$ cat config.mk
export PLATFORM = sky130hd
export DESIGN_NAME = text_encoding_sniffer_unit
export DESIGN_NICKNAME = d
export VERILOG_FILES = /design/src/rtl/core/tes_pkg.sv /design/src/rtl/core/tes_header.sv /design/src/rtl/core/tes_scan.sv /design/src/rtl/core/text_encoding_sniffer_unit.sv
export SDC_FILE = /design/constraint.sdc
export NUM_CORES = 1
export LEC_CHECK = 0
export BUFFER_PORTS_ARGS = -buffer_cell sky130_fd_sc_hd__clkbuf_2
export CORE_ASPECT_RATIO = 1.25
export CORE_UTILIZATION = 30
export DETAILED_ROUTE_END_ITERATION = 7
export HOLD_SLACK_MARGIN = 0.1
export PLACE_DENSITY = 0.48
export SLEW_MARGIN = 20
export SYNTH_ARGS = -nofsm -noshare
export SYNTH_HDL_FRONTEND = slang
export SYNTH_SLANG_ARGS = --single-unit
$ cat constraint.sdc
create_clock -name clock -period 2.25 [get_ports clock]
set_clock_uncertainty 0.1 [all_clocks]
set_input_delay 0.5625 -clock clock [delete_from_list [all_inputs] [get_ports clock]]
set_output_delay 0.5625 -clock clock [all_outputs]
set_load 0.005 [all_outputs]
$ cat src/rtl/core/tes_pkg.sv
// ----------------------------------------------------------------------------
// tes_pkg: shared types and constants of the text encoding sniffer
// Marker table, verdict codes, scan phases and the step bundle that the
// top level hands to the header and scan units.
// ----------------------------------------------------------------------------
`default_nettype none

package tes_pkg;

   // sizing
   localparam int unsigned HEADER_BYTES_DEFAULT = 8;
   localparam int unsigned CNT_W                = 4;
   localparam logic [CNT_W-1:0] CNT_MAX         = 4'd15;
   localparam int unsigned MARKER_COUNT         = 5;
   localparam int unsigned MARKER_MAX_BYTES     = 8;

   // verdict codes
   typedef logic [2:0] kind_type;
   localparam kind_type KIND_PLAIN     = 3'd0;
   localparam kind_type KIND_UTF8      = 3'd1;
   localparam kind_type KIND_UTF8_MARK = 3'd2;
   localparam kind_type KIND_UTF16BE   = 3'd3;
   localparam kind_type KIND_UTF16LE   = 3'd4;
   localparam kind_type KIND_UTF32BE   = 3'd5;
   localparam kind_type KIND_ENCRYPTED = 3'd6;

   localparam logic [15:0] PAGE_ANSI    = 16'd0;
   localparam logic [15:0] PAGE_UTF8    = 16'd65001;
   localparam logic [15:0] PAGE_UTF16BE = 16'd1201;
   localparam logic [15:0] PAGE_UTF16LE = 16'd1200;
   localparam logic [15:0] PAGE_UTF32BE = 16'd12001;

   // marker table, priority order, byte 0 in the lowest bits
   localparam logic [63:0] MARKER_BYTES [MARKER_COUNT] = '{
      64'h0001_0703_636E_6500,   // encryption marker
      64'h0000_0000_00BF_BBEF,   // UTF-8 mark
      64'h0000_0000_0000_FFFE,   // UTF-16 BE
      64'h0000_0000_0000_FEFF,   // UTF-16 LE
      64'h0000_0000_FFFE_0000    // UTF-32 BE
   };
   localparam logic [63:0] MARKER_MASK [MARKER_COUNT] = '{
      64'hFFFF_FFFF_FFFF_FFFF,
      64'h0000_0000_00FF_FFFF,
      64'h0000_0000_0000_FFFF,
      64'h0000_0000_0000_FFFF,
      64'h0000_0000_FFFF_FFFF
   };
   localparam logic [3:0] MARKER_SIZE [MARKER_COUNT] = '{
      4'd8, 4'd3, 4'd2, 4'd2, 4'd4
   };
   localparam kind_type MARKER_KIND [MARKER_COUNT] = '{
      KIND_ENCRYPTED, KIND_UTF8_MARK, KIND_UTF16BE, KIND_UTF16LE, KIND_UTF32BE
   };
   localparam logic [15:0] MARKER_PAGE [MARKER_COUNT] = '{
      PAGE_ANSI, PAGE_UTF8, PAGE_UTF16BE, PAGE_UTF16LE, PAGE_UTF32BE
   };

   // UTF-8 scan phases
   typedef enum logic [4:0] {
      PH_SEEK   = 5'b00001,
      PH_CONT   = 5'b00010,
      PH_FOLLOW = 5'b00100,
      PH_UTF8   = 5'b01000,
      PH_PLAIN  = 5'b10000
   } phase_type;

   // one byte step handed to the state units
   typedef struct packed {
      logic       valid;
      logic       last;
      logic [7:0] data;
   } step_type;

   // verdict of one chunk
   typedef struct packed {
      kind_type    kind;
      logic [15:0] page;
      logic        found;
      logic [3:0]  len;
   } verdict_type;

   // continuation bytes owed by a lead byte, 0 if not a lead
   function automatic logic [1:0] seq_len(input logic [7:0] lead);
      logic [1:0] n;
      n = 2'd0;
      if (lead >= 8'hC2 && lead <= 8'hDF) begin
         n = 2'd1;
      end else if (lead >= 8'hE0 && lead <= 8'hEF) begin
         n = 2'd2;
      end else if (lead >= 8'hF0 && lead <= 8'hF4) begin
         n = 2'd3;
      end
      return n;
   endfunction

endpackage

`default_nettype wire

$ cat src/rtl/core/tes_header.sv
// ----------------------------------------------------------------------------
// tes_header: header capture and leading marker match
// Keeps the first bytes of the chunk and a saturating byte count, and
// matches the marker table against them on every step.
// ----------------------------------------------------------------------------
`default_nettype none

module tes_header
   import tes_pkg::*;
#(
   parameter int unsigned HEADER_BYTES = HEADER_BYTES_DEFAULT
) (
   input  wire logic        clock,
   input  wire logic        reset,
   input  wire step_type    step,
   output verdict_type      marker_out
);

   localparam int unsigned IDX_W = (HEADER_BYTES > 1) ? $clog2(HEADER_BYTES) : 1;

   logic [7:0]       store_ff [HEADER_BYTES];
   logic [7:0]       store_in [HEADER_BYTES];
   logic [CNT_W-1:0] count_ff;
   logic [CNT_W-1:0] count_in;
   logic [CNT_W-1:0] count_new;
   logic             store_wr;
   logic [63:0]      hdr_view;

   // saturating count including the current byte
   assign count_new = (count_ff == CNT_MAX) ? count_ff : count_ff + 1'b1;
   assign store_wr  = step.valid && (count_ff < CNT_W'(HEADER_BYTES));

   always_comb begin
      count_in = count_ff;
      if (step.valid) begin
         count_in = step.last ? '0 : count_new;
      end
   end

   always_comb begin
      for (int i = 0; i < HEADER_BYTES; i++) begin
         store_in[i] = store_ff[i];
         if (store_wr && count_ff[IDX_W-1:0] == IDX_W'(i)) begin
            store_in[i] = step.data;
         end
      end
   end

   always_ff @(posedge clock) begin
      if (reset) begin
         count_ff <= '0;
      end else begin
         count_ff <= count_in;
      end
   end

   always_ff @(posedge clock) begin
      for (int i = 0; i < HEADER_BYTES; i++) begin
         store_ff[i] <= store_in[i];
      end
   end

   // view of the first eight header bytes, zero beyond the store
   for (genvar g = 0; g < MARKER_MAX_BYTES; g++) begin : g_view
      if (g < HEADER_BYTES) begin : g_byte
         assign hdr_view[8*g +: 8] = store_ff[g];
      end else begin : g_pad
         assign hdr_view[8*g +: 8] = 8'h00;
      end
   end

   // marker match; a match needs the chunk strictly longer than the marker,
   // so every compared byte was stored before the current one
   always_comb begin
      marker_out = '0;
      for (int m = MARKER_COUNT - 1; m >= 0; m--) begin
         if (int'(MARKER_SIZE[m]) <= HEADER_BYTES && count_new > MARKER_SIZE[m] &&
             ((hdr_view ^ MARKER_BYTES[m]) & MARKER_MASK[m]) == 64'd0) begin
            marker_out.kind  = MARKER_KIND[m];
            marker_out.page  = MARKER_PAGE[m];
            marker_out.found = 1'b1;
            marker_out.len   = MARKER_SIZE[m];
         end
      end
   end

endmodule

`default_nettype wire

$ cat src/rtl/core/tes_scan.sv
// ----------------------------------------------------------------------------
// tes_scan: UTF-8 sequence scanner
// Finds the first valid lead byte, checks its continuations and the
// overlong, surrogate and range limits, then waits for one more byte.
// ----------------------------------------------------------------------------
`default_nettype none

module tes_scan
   import tes_pkg::*;
(
   input  wire logic     clock,
   input  wire logic     reset,
   input  wire step_type step,
   output logic          utf8_hit
);

   phase_type  phase_ff, phase_in, phase_nx;
   logic [7:0] lead_ff, lead_in, lead_nx;
   logic [1:0] left_ff, left_in, left_nx;
   logic       ok_ff, ok_in, ok_nx;
   logic [7:0] b;
   logic       first_cont;

   assign b          = step.data;
   assign first_cont = (left_ff == seq_len(lead_ff));

   // next scan state for this byte
   always_comb begin
      phase_nx = phase_ff;
      lead_nx  = lead_ff;
      left_nx  = left_ff;
      ok_nx    = ok_ff;
      unique case (phase_ff) inside
         PH_SEEK: begin
            if (seq_len(b) != 2'd0) begin
               lead_nx  = b;
               left_nx  = seq_len(b);
               ok_nx    = 1'b1;
               phase_nx = PH_CONT;
            end
         end
         PH_CONT: begin
            if (b[7:6] != 2'b10) begin
               ok_nx = 1'b0;
            end
            if (first_cont) begin
               if (lead_ff == 8'hE0 && b <  8'hA0) ok_nx = 1'b0;
               if (lead_ff == 8'hED && b >= 8'hA0) ok_nx = 1'b0;
               if (lead_ff == 8'hF0 && b <  8'h90) ok_nx = 1'b0;
               if (lead_ff == 8'hF4 && b >= 8'h90) ok_nx = 1'b0;
            end
            left_nx = left_ff - 2'd1;
            if (left_nx == 2'd0) begin
               phase_nx = PH_FOLLOW;
            end
         end
         PH_FOLLOW: begin
            phase_nx = ok_ff ? PH_UTF8 : PH_PLAIN;
         end
         PH_UTF8, PH_PLAIN: begin
            phase_nx = phase_ff;
         end
         default: begin
            phase_nx = PH_SEEK;
         end
      endcase
   end

   assign utf8_hit = step.valid && (phase_nx == PH_UTF8);

   // hold when idle, clear after the last byte of a chunk
   always_comb begin
      phase_in = phase_ff;
      lead_in  = lead_ff;
      left_in  = left_ff;
      ok_in    = ok_ff;
      if (step.valid) begin
         if (step.last) begin
            phase_in = PH_SEEK;
            lead_in  = '0;
            left_in  = '0;
            ok_in    = 1'b1;
         end else begin
            phase_in = phase_nx;
            lead_in  = lead_nx;
            left_in  = left_nx;
            ok_in    = ok_nx;
         end
      end
   end

   always_ff @(posedge clock) begin
      if (reset) begin
         phase_ff <= PH_SEEK;
         lead_ff  <= '0;
         left_ff  <= '0;
         ok_ff    <= 1'b1;
      end else begin
         phase_ff <= phase_in;
         lead_ff  <= lead_in;
         left_ff  <= left_in;
         ok_ff    <= ok_in;
      end
   end

endmodule

`default_nettype wire

$ cat src/rtl/core/text_encoding_sniffer_unit.sv
// ----------------------------------------------------------------------------
// text_encoding_sniffer_unit: byte-stream text encoding detector
// Input register, header/marker and UTF-8 scan units, result register.
// ----------------------------------------------------------------------------
// Usage:
//   req_* carries one chunk byte per transaction; req_tlast marks the final
//   byte of a chunk. Only the final byte produces a transaction on rsp_*,
//   holding the verdict: kind, code page, marker flag and marker length.
//   Leading markers (encryption, UTF-8, UTF-16 BE/LE, UTF-32 BE) win over
//   the UTF-8 sequence check; all chunk state clears after each verdict.
// Timing:
//   One byte per cycle sustained unless a final byte waits for the result
//   register. A byte is held in the input register, then folded into the
//   state; a verdict passes the input and result registers to rsp_tdata.
// Reset and stall:
//   Synchronous reset empties both registers and starts a fresh chunk.
//   While rsp_tready is low a held verdict stays put; non-final bytes keep
//   flowing, and a final byte waits in the input register until the
//   result register frees, holding req_tready low while it waits.
// ----------------------------------------------------------------------------
`default_nettype none

module text_encoding_sniffer_unit
   import tes_pkg::*;
#(
   parameter int unsigned HEADER_BYTES = HEADER_BYTES_DEFAULT
) (
   input  wire logic        clock,
   input  wire logic        reset,
   // request channel
   input  wire logic        req_tvalid,
   output logic             req_tready,
   input  wire logic [7:0]  req_tdata,    // [7:0] data_byte
   input  wire logic        req_tlast,    // last_byte
   // response channel
   output logic             rsp_tvalid,
   input  wire logic        rsp_tready,
   output logic [23:0]      rsp_tdata     // [2:0] encoding_kind, [18:3] code_page,
                                          // [19] marker_found, [23:20] marker_length
);

   logic        in_valid_ff, in_valid_in;
   logic [7:0]  in_data_ff, in_data_in;
   logic        in_last_ff, in_last_in;
   logic        rsp_valid_ff, rsp_valid_in;
   verdict_type rsp_data_ff, rsp_data_in;

   logic        out_free;
   logic        step_go;
   step_type    step;
   verdict_type marker_v;
   verdict_type verdict;
   logic        utf8_hit;

   // handshake: a final byte needs a free result register
   assign out_free   = !rsp_valid_ff || rsp_tready;
   assign step_go    = in_valid_ff && (!in_last_ff || out_free);
   assign req_tready = !in_valid_ff || step_go;

   assign step.valid = step_go;
   assign step.last  = in_last_ff;
   assign step.data  = in_data_ff;

   // input register
   always_comb begin
      in_valid_in = in_valid_ff;
      in_data_in  = in_data_ff;
      in_last_in  = in_last_ff;
      if (req_tvalid && req_tready) begin
         in_valid_in = 1'b1;
         in_data_in  = req_tdata;
         in_last_in  = req_tlast;
      end else if (step_go) begin
         in_valid_in = 1'b0;
      end
   end

   tes_header #(
      .HEADER_BYTES (HEADER_BYTES)
   ) u_header (
      .clock      (clock),
      .reset      (reset),
      .step       (step),
      .marker_out (marker_v)
   );

   tes_scan u_scan (
      .clock    (clock),
      .reset    (reset),
      .step     (step),
      .utf8_hit (utf8_hit)
   );

   // verdict select: marker first, then UTF-8 detection, else plain
   always_comb begin
      verdict = '0;
      if (marker_v.found) begin
         verdict = marker_v;
      end else if (utf8_hit) begin
         verdict.kind = KIND_UTF8;
         verdict.page = PAGE_UTF8;
      end
   end

   // result register
   always_comb begin
      rsp_valid_in = rsp_valid_ff;
      rsp_data_in  = rsp_data_ff;
      if (step_go && in_last_ff) begin
         rsp_valid_in = 1'b1;
         rsp_data_in  = verdict;
      end else if (rsp_tready) begin
         rsp_valid_in = 1'b0;
      end
   end

   always_ff @(posedge clock) begin
      if (reset) begin
         in_valid_ff  <= 1'b0;
         rsp_valid_ff <= 1'b0;
      end else begin
         in_valid_ff  <= in_valid_in;
         rsp_valid_ff <= rsp_valid_in;
      end
   end

   always_ff @(posedge clock) begin
      in_data_ff  <= in_data_in;
      in_last_ff  <= in_last_in;
      rsp_data_ff <= rsp_data_in;
   end

   assign rsp_tvalid = rsp_valid_ff;
   assign rsp_tdata  = {rsp_data_ff.len, rsp_data_ff.found,
                        rsp_data_ff.page, rsp_data_ff.kind};

endmodule

`default_nettype wire
**Word level (Yosys, flattened, before mapping)**

Memory sizes are Yosys's and may differ from the RTL's.
Cells that the tools add are included.
Widths: inputs -> output; s select.

- Add/sub/neg operators: 2
- Multiply operators: 0
- Div/mod/pow operators: 0
- Order comparisons: 21
- Equality and inequality tests: 21
- Shifts and indexed selects: 0
- Mux-type cells: 49
- Bitwise logic cells: 6
- Reductions and logical operators: 52

Operators with widths:

| kind | number |
|---|---|
| $logic_not 64->1 | 5 |
| $mux 24 | 5 |
| $mux 8 | 11 |
| $ge 8x8->1 const B | 8 |
| $le 8x8->1 const B | 6 |
| $not 15->15 | 3 |
| $eq 8x8->1 const B | 4 |
| $logic_and 1x1->1 | 28 |
| $mux 5 | 5 |
| $not 20->20 | 1 |
| $pmux 5 s4 | 1 |
| $mux 19 | 1 |
| $not 19->19 | 1 |
| $mux 2 | 9 |
| $mux 17 | 1 |
| $lt 8x8->1 const B | 2 |
| $eq 3x3->1 const B | 4 |
| $mux 1 | 12 |
| $eq 5x4->1 const B | 2 |
| $reduce_bool 2->1 | 5 |
| $gt 4x2->1 const B | 2 |
| $mux 4 | 2 |
| $eq 3x2->1 const B | 2 |
| $reduce_and 3->1 | 2 |
| 24 further kinds | 29 |

- Flip-flop bits (word level): 55
- Latch bits: 0
- Memory bits (writable): 64
- Memory bits (read-only): 0
- Input bits: 13
- Logic and storage cells: 167
- Memories: 1

Memory list:

| memory | depth | width | rd ports | clocked after Yosys merged registers in | write ports | RTL line | text |
|---|---|---|---|---|---|---|---|
| u_header.store_ff | 8 | 8 | 8 | 0 | 8 | tes_header.sv:21 | `logic [7:0] store_ff [HEADER_BYTES];` |

**Longest topological paths before layout**

Gate-level depths: netlist of run 1.

- Depth after elaboration: 13
- Gate-level depth with buffers: 8

**By module**

Synthesis of run 1 repeated with hierarchy kept, for this count alone.

- Cells, all modules: 388
- Area total of the unflattened synthesis: 5113.7 um^2

By module, submodules not included:

| module | instances | cells each | area an instance (um^2) |
|---|---|---|---|
| tes_header | 1 | 191 | 2854.0 |
| text_encoding_sniffer_unit | 1 | 85 | 1285.0 |
| tes_scan | 1 | 112 | 974.7 |

**Least setup slack after synthesis of run 1**

No wires, ideal clock.

- Path kind: register to register
- From: register u_header.count_ff[1]
- To: register rsp_data_ff (netlist bit rsp_tdata[3]), data pin
- Library setup time: 257 ps
- Data arrival time: 2011 ps
- Data required time: 1893 ps
- Slack: -118 ps
- Cell stages (with the launch flop): 8
- Buffers on the path: 0
- Period minus slack after synthesis: 2368 ps
- Cells stage by stage: dfxtp_1 -> ha_1 -> nand2b_1 -> mux2i_1 -> or4b_2 -> or2_2 -> a31oi_1 -> o21ai_1

RTL lines:

| item | RTL line | text |
|---|---|---|
| from (decl) | tes_header.sv:23 | `logic [CNT_W-1:0] count_ff;` |
| from (signal assigned) | tes_header.sv:53 | `count_ff <= count_in;` |
| to (signal assigned) | text_encoding_sniffer_unit.sv:130 | `rsp_data_ff <= rsp_data_in;` |
| to (decl) | text_encoding_sniffer_unit.sv:46 | `verdict_type rsp_data_ff, rsp_data_in;` |

==> flow_summary.ini, run 1 <==
[outcome]
status = complete, but fails checks
violations = setup timing

[synthesis]
synth_edf_count = 87
ys_types = 64
synth-xor-area-share_pct = 0.9279
synth_top_family_by_area = simple AND/OR/NAND/NOR gates
syn_inst = 368
synth_adder_area_share_pct = 1.856
synthArstFlopShare_pct = 0
synth_compound_area_share_pct = 9.358
syn_avg_cell_area_um2 = 12.82
ys_warn_count = 0
synth-simple-area-share_pct = 17.07
ys_ff_latch = 109
synth_area_um2 = 4720
muxShareOfSynthArea_pct = 1.935
seq_area_frac_synth_pct = 64.69
synthFlopType = edfxtp_1

[drt]
ant_nets = 0
vias_per_cell = 4.824
wl_per_cell_um = 15.68
drtPass1Iterations = 6
num_vias = 3242
wl_um = 10540
drt_iter0_drc = 119
drc = 0

[global_route]
grt_max_degree = 20
grt_pass1_vias = 3238
gr-usage-all-layers_pct = 13.70
grt_pass1_wl_um = 16640
antenna_found_initial = 0
overflow = 0

[sta]
finalHoldViolCount = 0
layout_min_cycle_time_ns = 2.296
setup_viol = 1
max_freq_ghz = 0.4355
timing.final.crit_share_pct = 102.1
slew_headroom_pct = 64.86
hold_ws_ns = 0.2848
timing.final.ws_setup_ns = -0.04628
report.final.slew_viol_count = 0
tightest_slew_ns = 0.5271
rsz0062_at_grt = true

[worst_hold_path]
hp-class = input port to register

[cells_and_area]
area_growth_pct = 27.68
drive_above_1_share_pct = 33.19
multiInputGateArea_um2 = 1603
regArea_um2 = 3063
fin_util_pct = 39.64
fillers = 1460
antenna_cells = 0
final_nets = 479

[die]
die_height_um = 142.2
core.rowCount = 50
die_x_um = 114.2
die-area_um2 = 16240
coreArea_um2 = 15200
initial_core_util_pct = 31.05
io_pins = 39

[placement]
portBuffers = 36
hpwl_um = 7729
gp_congestion = 0.7980

[setup_path]
cp_max_fo = 4
critPathKind = register to register
cp-start-kind = register
endpoint_kind = register
required_ns = 2.25
arrival_ns = 2.30

[clocking]
insertion_delay_ns = 0.35
ctsRootBufferMaster = clkbuf_16
cts.path.max_buffers = 2
clk_pin_slew_ns = 0.07
cts_tree = built
cts_buffers = 9
clock-sinks = 109
htreeDepth = 3

[flow_run]
cap_violations = 0

[power_and_ir_drop]
ir_drop_mv = 0.3270
p_leak_uw = 0.002168
cellPowerDensity_nw_per_um2 = 653.4
-- final timing paths --
check / from / to / slack [ns] / cells past startpoint
worst max register to register: u_header.store_ff[1][3] / rsp_tdata[3] / -0.05 / 6
worst min-delay path: req_tlast / in_last_ff / 0.28 / 1
worst max-delay path: u_header.store_ff[1][3] / rsp_tdata[3] / -0.05 / 6
worst min register to register: u_header.count_ff[2] / u_header.count_ff[2] / 0.39 / 2
-- cells by family after synthesis --
kind of cell	count (synthesis)
compound gates	62
xor+xnor	5
flops	109
other cells	1
simple gates	139
mux	9
buf+inv	36
fa+ha+maj	7
-- per-layer routing --
metal / vias to the layer above / track usage (%) / wire (um)
met1: 1583 / 15.43 / 4317
met3: 17 / 2.215 / 311
met2: 71 / 25.14 / 5652
met4: 0 / 6.288 / 255
met5: - / 0 / 0
li1: 1571 / - / -
-- flip-flops by register name, indices dropped and copies added, names as in the netlist --
name               flops
rsp_tdata             14
in_data_ff             8
u_header.store_ff     64
in_valid_ff            1
u_scan.left_ff         2
u_scan.lead_ff         8
u_scan.ok_ff           1
in_last_ff             1
u_header.count_ff      4
rsp_tvalid             1
u_scan.phase_ff        5
-- synth_stat cells, types with 8 or more instances --
cell,n,share of area [%]
a21oi_1,9,0.95
clkbuf_1,9,0.72
nand2_1,18,1.4
nand3_1,12,1.3
nor2_1,26,2.1
and3_1,9,1.2
nor4_1,10,1.3
buf_4,11,1.7
edfxtp_1,87,55
dfxtp_1,22,9.3
mux2i_1,8,1.7
inv_1,13,1.0
o21ai_0,9,0.95
nand4_1,10,1.3
-- stage by stage --
| step | TNS (ns) | instance area [um2] | setup slack (ns) | total power [uW] | std cells |
|---|---|---|---|---|---|
| after floorplan | 0 | 4731 | 0.006369 | 2383 | 369 |
| after global placement | -0.5442 | 5573 | -0.1317 | 2487 | 651 |
| after detailed placement | -0.6955 | 5573 | -0.1547 | 2489 | 651 |
| after CTS | -0.03805 | 5948 | -0.03805 | 3973 | 669 |
| after global routing | -0.2299 | 6026 | -0.1208 | 4075 | 672 |
| final | -0.04628 | 6026 | -0.04628 | 3937 | 672 |
-- critical path, cell delays in order, from the launching register on --
cell and delay (ns):
edfxtp_1 0.36, nor4bb_1 0.37, nand4_1 0.14, or4_4 0.60, or2_4 0.27, a31oi_1 0.15, o21ai_1 0.08
-- area by class of cell --
| cell class | count | area share (%) |
|---|---|---|
| repair buffers | 102 | 12.85 |
| multi-input cells | 224 | 26.60 |
| inverters | 13 | 0.8098 |
| clock buffers | 10 | 3.800 |
| clock inverters | 6 | 0.7890 |
| well taps | 208 | 4.319 |
| flip-flops and latches | 109 | 50.83 |
-- repair_timing --
action | 4_1_cts | 5_1_grt
setup endpoints to repair | 14 | 14
pin swaps | 4 | 8
cloned | 0 | 0
resized for setup | 17 | 11
hold buffers | 0 | 0
setup buffers | 2 | 3
-- where the power goes --
group | switching (uW) | internal, uW
Sequential | 25.2 | 2210
Combinational | 121 | 96.6
Clock | 725 | 764
-- layout by cell type (no fill, tap or decap), types with 4 or more instances in the layout --
cell and instances:
clkbuf_2 36, ha_1 5, and3_1 8, nand4_1 10
dfxtp_1 18, buf_12 7, a31oi_1 5, edfxtp_1 87
or2_2 4, buf_4 56, nor3_1 6, nand3_1 12
mux2i_1 8, nor4_1 5, nor4_2 5, o21ai_0 8
o21a_1 5, nand2b_1 4, inv_1 13, nor2_1 25
and2_1 6, nor2b_1 7, nand2_1 18, clkbuf_16 9
a21oi_1 9
Power figures use the tool's default switching activity.
==> run 2, diff against run 1 <==
--- a/config.mk
+++ b/config.mk
@@ -10,7 +10,8 @@
 export CORE_UTILIZATION = 30
 export DETAILED_ROUTE_END_ITERATION = 7
 export HOLD_SLACK_MARGIN = 0.1
-export PLACE_DENSITY = 0.48
+export PLACE_DENSITY = 0.44
+export REMOVE_ABC_BUFFERS = 1
 export SLEW_MARGIN = 20
 export SYNTH_ARGS = -nofsm -noshare
 export SYNTH_HDL_FRONTEND = slang
==> flow_summary.ini, run 2 (same netlist as run 1, synthesis figures left out) <==
[die]
die_height_um = 142.2
die-area_um2 = 16240
coreArea_um2 = 15200
io_pins = 39
die_x_um = 114.2
core.rowCount = 50
initial_core_util_pct = 31.05

[global_route]
gr-usage-all-layers_pct = 14.54
grt_pass1_vias = 3338
met3_usage_pct = 2.683
met2_usage_pct = 26.22
grtUsageMet1_pct = 17.59
grt_max_degree = 22
grt_pass1_wl_um = 17660
overflow = 0
antenna_found_initial = 0
top_usage_layer = met2

[power_and_ir_drop]
power.total_uw = 4036
p_leak_uw = 0.002216
cellPowerDensity_nw_per_um2 = 654.7
ir_drop_mv = 0.4259

[clocking]
clk_pin_slew_ns = 0.07
postCtsHoldBufs = 0
ctsRootBufferMaster = clkbuf_16
cts.path.max_buffers = 2
htreeDepth = 3
cts_buffers = 9
clock-sinks = 109
insertion_delay_ns = 0.35
cts_tree = built

[outcome]
violations = setup timing
status = complete, but fails checks

[setup_path]
r2r_end = rsp_tdata[0]
r2r_slack_ns = -0.08
cp_max_fo = 3
reg2regPathDepth = 7
arrival_ns = 2.32
cp-start-kind = register
endpoint_kind = register
r2r-start = u_header.store_ff[1][2]
required_ns = 2.24
critPathKind = register to register
critPathCapture = rsp_tdata[0]
crit_start = u_header.store_ff[1][2]

[drt]
num_vias = 3222
vias_per_cell = 4.724
ant_nets = 0
drt_iter0_drc = 95
drtPass1Iterations = 5
drc = 0
wl_per_cell_um = 15.97
wl_um = 10890

[placement]
hpwl_um = 7782
portBuffers = 36
dpl_worst_slack_ns = -0.2825
gp_congestion = 0.7791

[flow_run]
cap_violations = 0

[cells_and_area]
antenna_cells = 0
final_cell_mix = edfxtp_1, buf_4, clkbuf_2
regMostFlops = u_header.store_ff
area_growth_pct = 30.62
drive_above_1_share_pct = 34.81
final_nets = 489
final_common_cell = edfxtp_1
largest_register_ffs = 64

[sta]
report.final.slew_viol_count = 0
timing.final.crit_share_pct = 103.6
fin_tns_setup_ns = -0.2961
max_freq_ghz = 0.4289
finalHoldViolCount = 0
setup_viol = 5
layout_min_cycle_time_ns = 2.331
rsz0062_at_grt = true
timing.final.ws_setup_ns = -0.08135

[worst_hold_path]
hp-class = input port to register
[run 2: routing by layer]
| metal | wire (um) | vias to the layer above | share of wire, % |
|---|---|---|---|
| met3 | 207 | 6 | 1.9 |
| met2 | 5799 | 39 | 53 |
| li1 | - | 1594 | - |
| met1 | 4772 | 1583 | 44 |
| met4 | 114 | 0 | 1.0 |
| met5 | 0 | - | 0 |
[run 2: worst max-delay path, cell delays in order, from the launching register on]
cell and delay [ns]:
edfxtp_1 0.38, nor4bb_2 0.34, nand4_1 0.14, or4_4 0.58, buf_6 0.14, o21ai_4 0.16
o22a_1 0.15, nand3_1 0.08
[run 2: worst min-delay path by stage]
stage / slack, ns / depth (start not counted) / from / to
after detailed placement: 0.39 / 1 / u_scan.lead_ff[6] / u_scan.lead_ff[6]
after global routing: 0.27 / 1 / req_tdata[4] / in_data_ff[4]
after CTS: 0.27 / 1 / req_tdata[6] / in_data_ff[6]
after floorplan: 0.35 / 2 / u_scan.left_ff[1] / u_scan.left_ff[1]
final: 0.29 / 1 / req_tdata[6] / in_data_ff[6]
after global placement: 0.38 / 1 / u_scan.lead_ff[7] / u_scan.lead_ff[7]
[run 2: area by class of cell]
| type | instances | area (um2) |
|---|---|---|
| Multi-Input combinational cell | 224 | 1614 |
| Clock inverter | 7 | 70.07 |
| Sequential cell | 109 | 3064 |
| Inverter | 13 | 48.80 |
| Timing Repair Buffer | 112 | 882.1 |
| Clock buffer | 9 | 225.2 |
| Tap cell | 208 | 260.3 |
| Fill cell | 1458 | 9037 |
[run 2: through the flow]
| step | cell area (um2) | hold slack [ns] | util (%) | cells |
|---|---|---|---|---|
| floorplan | 4579 | 0.3538 | - | 346 |
| global placement | 5673 | 0.3816 | 37.32 | 662 |
| detailed placement | 5673 | 0.3855 | 37.32 | 662 |
| CTS | 6086 | 0.2736 | 40.03 | 680 |
| global route | 6165 | 0.2721 | 40.55 | 682 |
| finish | 6165 | 0.2886 | 40.55 | 682 |
[run 2: where the power goes]
group / total (uW) / switching, uW / internal [uW] / leakage (uW)
logic: 225 / 125 / 99.8 / 0.00110
registers: 2230 / 22.7 / 2210 / 0.000967
clock network: 1580 / 714 / 868 / 0.000145
[run 2: what timing repair did]
item	in CTS	in global routing
buffers inserted	2	2
setup endpoints to repair	16	18
pin swaps	4	5
resized for setup	20	18
